**config.mk**
```make
export PLATFORM = sky130hd
export DESIGN_NAME = bph_queue
export DESIGN_NICKNAME = d
export VERILOG_FILES = /design/src/design/bph_queue.sv
export SDC_FILE = /design/constraint.sdc
export NUM_CORES = 1
export LEC_CHECK = 0
export BUFFER_PORTS_ARGS = -buffer_cell sky130_fd_sc_hd__buf_2
export CAP_MARGIN = 20
export CORE_AREA = 2 2 66 68
export DETAILED_ROUTE_END_ITERATION = 6
export DIE_AREA = 0 0 68 70
export PLACE_DENSITY = 0.59
export SLEW_MARGIN = 40
export SYNTH_ARGS = -nofsm -noshare
export SYNTH_HDL_FRONTEND = slang
export SYNTH_SLANG_ARGS = --single-unit
```
**constraint.sdc**
```tcl
create_clock -name clk -period 3.4 [get_ports clk]
set_input_delay 0.34 -clock clk [delete_from_list [all_inputs] [get_ports clk]]
set_output_delay 0.34 -clock clk [all_outputs]
set_load 0.02 [all_outputs]
```
**src/design/bph_queue.sv**
```systemverilog
// Short register FIFO that decouples the front end from the back end.
// Generic in width and depth; no package dependency.
module bph_queue #(
	parameter int WIDTH = 8,
	parameter int DEPTH = 4
) (
	input  logic             clk,
	input  logic             arst_n,
	input  logic             push,
	input  logic [WIDTH-1:0] push_data,
	output logic             full,
	input  logic             pop,
	output logic             not_empty,
	output logic [WIDTH-1:0] head
);

	localparam int PTR_W = $clog2(DEPTH);

	logic [WIDTH-1:0] slot_q [DEPTH];
	logic [PTR_W-1:0] wr_q;
	logic [PTR_W-1:0] rd_q;
	logic [PTR_W:0]   fill_q;

	assign full = (fill_q == (PTR_W+1)'(DEPTH));
	assign not_empty = (fill_q != '0);
	assign head = slot_q[rd_q];

	always_ff @(posedge clk) begin
		if (push) begin
			slot_q[wr_q] <= push_data;
		end
	end

	always_ff @(posedge clk or negedge arst_n) begin
		if (!arst_n) begin
			wr_q <= '0;
			rd_q <= '0;
			fill_q <= '0;
		end else begin
			if (push) begin
				wr_q <= (wr_q == PTR_W'(DEPTH - 1)) ? '0 : wr_q + 1'b1;
			end
			if (pop) begin
				rd_q <= (rd_q == PTR_W'(DEPTH - 1)) ? '0 : rd_q + 1'b1;
			end
			if (push && !pop) begin
				fill_q <= fill_q + 1'b1;
			end else if (pop && !push) begin
				fill_q <= fill_q - 1'b1;
			end
		end
	end

endmodule

```
==> summary.txt, run 1 <==
Critical path
  – Startpoint type of the worst setup path: flop
  – CP Max Fanout: 11
  – Worst R2R Start: wr_q[0]
  – Crit path kind: flop to primary output
  – Cells on worst reg2reg path: 3
  – RR Endpoint: slot_q[0][3]
  – Reg2reg setup slack: 1980 ps
  – CP endpoint kind: primary output
  – Worst EP required: 3060 ps
  – Crit path DAT: 1760 ps
  – End point of the critical path: head[6]
  – Crit. Startpoint: rd_q[0]

Clock network
  – Post-CTS sizing: 0
  – Post-CTS Hold Buffers: 1
  – Clock latency on the worst-skew pair: 290 ps
  – Clock buffer depth: 2
  – CTS tree: yes
  – Post-CTS setup buffer count: 0
  – Clk pin slew, worst setup/hold paths: 70 ps
  – H-tree levels: 2
  – Inserted Clock Buffers: 5
  – Clk sinks: 39
  – Root buf cell: clkbuf_8

Placement
  – Placed Cells: 150
  – PortBufs: 21
  – DP HPWL: 1650 um
  – Placed Area: 1730 sq um
  – Final Wtd Congestion: 0.647

Pwr
  – Power share of the combinational group: 28.7%
  – P_sw: 0.479 mW
  – Sequential share of power: 47.2%
  – Clock power frac: 24.1%
  – LEAKAGE: 0.690 nW
  – Switching part of the total: 31.2%
  – Max VDD drop: 0.000332 V
  – Pint: 1.06 mW
  – Power, Total: 1.54 mW
  – Power Dens Cells: 834 nW/um^2

STA
  – Max-slew headroom: 60.9%
  – Final period util: 61.7%
  – Fin. Hold Viols: 0
  – Worst Tran Pin Value: 587 ps
  – Post-layout min period: 2100 ps
  – Setup Skew: 6.97 ps
  – Peak Freq: 477 MHz
  – WHS: 266 ps
  – Fin. max-slew vios: 0
  – RSZ-0062 raised after global routing: no
  – Fin Setup TNS: 0 ps
  – Final setup fails: 0

Finish
  – NumNets Final: 125
  – Synthesis-to-finish area growth: 17.3%
  – Non-Filler Cell Area, Final: 1840 sq um
  – Register area: 1140 sq um
  – Non-Filler Instances: 159
  – Fill cells: 378
  – Share of layout cells above drive strength 1: 36.4%
  – Area taken by multi-input logic gates: 400 sq um
  – # diodes: 0

Detailed routing
  – DRC viols: 0
  – Top layer in use: met4
  – Met2 wire len: 1240 um
  – DR WL met3: 120 um
  – Routed Antenna Nets: 0
  – Initial detailed-routing violation count: 56
  – Vias: 763
  – Routed len/inst: 15.6 um
  – Wirelength, routed: 2490 um
  – Drt pass-1 iters: 4
  – DR vias/cell: 4.80
  – M1 wire length: 1050 um

Synth
  – EDFF count, synth: 32
  – Ys Warns: 0
  – Sequential area share after synthesis: 72.3%
  – Mapped Area: 1570 sq um
  – Syn avg cell area: 19.9 sq um
  – Top-count cell post-synth: edfxtp_1
  – Async SR Flop Fraction: 17.9%
  – Mapped Cells: 79
  – Synth cell count leaders: 32 x edfxtp_1, 8 x mux4_2, 7 x dfrtp_1
  – Seq cells post-synth: 39
  – Yosys top cell by area: edfxtp_1
  – Netlist cell types: 18
  – Syn_nets: 98
  – Area contributors post-synth: edfxtp_1 61%, mux4_2 11%, dfrtp_1 11%
  – Synth Flop Type: edfxtp_1
  – Post-synth top area share: 61.1%

Floorplan
  – I/O Pins: 22
  – Site Rows: 24
  – Die area: 4760 sq um
  – Initial core utilization: 37.9%
  – Die width: 68 um
  – Die Height: 70 um
  – Core Footprint: 4140 sq um

GRT
  – GRT overflow: 0
  – Largest net degree at the start of global routing: 13
  – First-pass GRT wire length: 3980 um
  – Vias in the first global route: 846
  – Initial antenna violation count: 0
  – Global Route Usage Sum: 12.3%

Run
  – Max-Cap Viols: 0

Status
  – Status: complete, no violations

Hold path
  – Hold WC Path Type: input port to flop
## area by class of cell
cell class	count	share of cell area [%]
repair buffers	22	6.25
multi-input cells	33	21.7
flip-flops and latches	39	61.6
well taps	52	3.53
inverters	5	1.02
clock inverters	3	2.10
clock buffers	5	3.73
## flip-flops by register name, indices dropped and copies added, names as in the netlist
name,count
fill_q,3
rd_q,2
slot_q,32
wr_q,2
## power by group through the flow
stage	clock (mW)	combinational, mW	sequential [mW]
after global routing	0.401	0.483	0.748
final	0.370	0.441	0.726
after CTS	0.384	0.452	0.733
after global placement	0	0.435	0.735
after floorplan	0	0.384	0.675
after detailed placement	0	0.451	0.743
## critical path: stages, from the launching register on
cell,delay (ps)
dfrtp_1,720
mux4_2,580
buf_2,170
## metal layers
layer	vias to the layer above	track usage, %
li1	354	-
met1	389	13.5
met2	15	19.3
met3	5	4.99
met4	0	8.00
met5	-	0
## worst min-delay path by stage
stage                              end  cells past startpoint          from  slack (ps)
after floorplan              fill_q[0]                      0        arst_n          40
after global placement       fill_q[1]                      1        arst_n         180
after detailed placement     fill_q[1]                      1        arst_n         180
after CTS                 slot_q[0][2]                      1  push_data[2]         250
after global routing      slot_q[2][3]                      1  push_data[3]         250
final                     slot_q[2][6]                      1  push_data[6]         270
## cell families after synthesis
group	share of synthesized area, %
flip-flops	72.3
multiplexers	13.6
adder cells (fa/ha/maj)	6.05
XOR/XNOR	1.67
AND/OR/NAND/NOR	3.50
AO/OA/AOI/OAI	0.637
buffers and inverters	2.23
## placed cells by master, fill, tap and decap left out, drive strengths merged, types with 3 or more instances in the layout
| cell | netlist | final |
|---|---|---|
| and2 | 4 | 4 |
| buf | 2 | 21 |
| clkbuf | 0 | 5 |
| dfrtp | 7 | 7 |
| edfxtp | 32 | 32 |
| ha | 6 | 6 |
| inv | 5 | 5 |
| mux2 | 3 | 3 |
| mux4 | 8 | 8 |
## stage by stage
step | util [%] | setup slack (ps)
after floorplan | - | 1980
after global placement | 41.6 | 1560
after detailed placement | 41.6 | 1540
after CTS | 44.5 | 1210
after global routing | 44.5 | 1150
final | 44.5 | 1300
No activity file was read; power rests on OpenSTA's default activity.
==> run 2: changes to the inputs <==
Settings changed: PLACE_DENSITY 0.59 to 0.61.
Clock period 3.4 ns to 1.76 ns, I/O delays scaled along.
==> run 2 against run 1 <==
Combinational power up 110%. Cell count grew 1.3%. Critical endpoint unchanged. Sequential share of layout area decreased by 0.50 points. Core utilization up 0.36 points. Clock-buffer cell count stayed put. Global-route usage shrank 0.31 points. Worst hold slack lost 160 ps. Clock skew is 4.0 ps lower. Total power increased by 95%. Worst setup slack worse by 1200 ps.
==> summary.txt, run 2 (synthesis gave the netlist of run 1 again) <==
STA
  – RSZ-0062 raised after global routing: no
  – Final setup fails: 0
  – Peak Freq: 597 MHz
  – Setup Skew: 2.97 ps
  – Setup WS post-layout: 84.4 ps
  – Max-slew headroom: 69.0%
  – Fin Setup TNS: 0 ps
  – Worst Tran Pin Value: 465 ps
  – Fin. max-slew vios: 0
  – Post-layout min period: 1680 ps
  – Final period util: 95.2%
  – Fin. Hold Viols: 0

Finish
  – Register area: 1140 sq um
  – NumNets Final: 127
  – Max reg flops: 32
  – Area taken by multi-input logic gates: 400 sq um
  – Non-Filler Instances: 161
  – Top flop regs: slot_q x32, fill_q x3
  – Commonest non-fill, non-tap cell in the layout: edfxtp_1
  – # diodes: 0
  – Share of layout cells above drive strength 1: 37.6%
  – Fill cells: 374
  – Most frequent cells in the layout: 32 x edfxtp_1, 21 x buf_2, 8 x mux4_2, 7 x dfrtp_1, 6 x ha_1
  – Synthesis-to-finish area growth: 18.2%
  – Reg with most FFs: slot_q

Hold path
  – Hold Path Origin: push_data[0]
  – Hold WC Path Type: input port to flop
  – Worst hold path depth: 1
  – Worst Hold End: slot_q[2][0]

Clock network
  – Clk pin slew, worst setup/hold paths: 70 ps
  – H-tree levels: 2
  – Inserted Clock Buffers: 5
  – Root buf cell: clkbuf_8
  – CTS tree: yes
  – Clock buffer depth: 2
  – Clock latency on the worst-skew pair: 280 ps
  – Clk sinks: 39

Critical path
  – Crit path kind: flop to primary output
  – Worst R2R Start: wr_q[0]
  – Cells on worst reg2reg path: 3
  – CP Max Fanout: 6
  – Worst EP required: 1580 ps
  – Reg2reg setup slack: 360 ps
  – CP endpoint kind: primary output
  – RR Endpoint: slot_q[0][7]
  – Crit path DAT: 1500 ps
  – Startpoint type of the worst setup path: flop

Detailed routing
  – DR WL met3: 166 um
  – Routed len/inst: 14.7 um
  – Top layer in use: met4
  – Vias: 762
  – Wirelength, routed: 2370 um
  – Initial detailed-routing violation count: 21
  – Met2 wire len: 1180 um
  – Routed Antenna Nets: 0
  – Drt pass-1 iters: 4
  – DRC viols: 0
  – M1 wire length: 979 um
  – DR vias/cell: 4.73

Placement
  – Post-Place Worst Slack: 300 ps
  – Placed Cells: 152
  – Final Wtd Congestion: 0.637
  – DP HPWL: 1740 um
  – PortBufs: 21

GRT
  – Vias in the first global route: 830
  – Initial antenna violation count: 0
  – Global Route Usage Sum: 12.0%
  – First-pass GRT wire length: 4050 um
  – Largest net degree at the start of global routing: 13
  – GRT overflow: 0

Pwr
  – P_sw: 0.922 mW
  – Switching part of the total: 30.8%
  – LEAKAGE: 0.700 nW
  – Pint: 2.07 mW
  – Max VDD drop: 0.000666 V
  – Power share of the combinational group: 31.5%
  – Clock power frac: 23.4%
  – Power Dens Cells: 1610 nW/um^2
  – Power, Total: 3.00 mW
  – Sequential share of power: 45.0%

Floorplan
  – Core Footprint: 4140 sq um
  – I/O Pins: 22
  – Die width: 68 um
  – Initial core utilization: 37.9%
  – Site Rows: 24
  – Die Height: 70 um
  – Die area: 4760 sq um

Run
  – Max-Cap Viols: 0

Status
  – Status: complete, no violations
-- run 2: metal layers --
| metal | vias to the layer above | track usage [%] |
|---|---|---|
| met5 | - | 0 |
| met4 | 0 | 5.33 |
| met3 | 6 | 4.51 |
| met2 | 23 | 18.0 |
| met1 | 374 | 15.5 |
| li1 | 359 | - |
-- run 2: area by class of cell --
type	instances	share of cell area, %
Clock inverter	3	2.09
Clock buffer	5	3.70
Inverter	5	1.01
Timing Repair Buffer	24	7.00
Tap cell	52	3.50
Multi-Input combinational cell	33	21.5
Sequential cell	39	61.1
-- run 2: how the worst max path moves through the flow --
| stage | from | endpoint | slack [ps] | cells after the start |
|---|---|---|---|---|
| final | rd_q[0] | head[6] | 80 | 3 |
| after global routing | rd_q[0] | head[7] | 9 | 3 |
| after CTS | rd_q[0] | head[4] | 50 | 3 |
| after detailed placement | push | fill_q[2] | 300 | 7 |
| after global placement | push | fill_q[1] | 360 | 5 |
| after floorplan | fill_q[0] | fill_q[2] | 470 | 4 |
-- run 2: repair_timing --
item,4_1_cts,5_1_grt
hold endpoints to repair,7,0
hold buffers,1,0
buffers inserted,0,0
resized for setup,0,0
-- run 2: critical path, cell delays in order (launching register included) --
cell	delay [ps]
dfrtp_1	360
buf_4	170
mux4_2	510
buf_2	170
-- run 2: through the flow --
| stage | utilization [%] | area (sq um) | hold slack, ps |
|---|---|---|---|
| floorplan | - | 1570 | -120 |
| global placement | 42.0 | 1740 | 17.9 |
| detailed placement | 42.0 | 1740 | 22.1 |
| CTS | 44.8 | 1860 | 101 |
| global route | 44.8 | 1860 | 107 |
| finish | 44.8 | 1860 | 105 |
-- run 2: power groups by stage --
stage	registers, mW	clock network (mW)	logic (mW)
after CTS	1.36	0.723	0.973
final	1.35	0.703	0.944
after global placement	1.36	0	0.952
after global routing	1.38	0.760	1.06
after floorplan	1.30	0	0.742
after detailed placement	1.38	0	0.968
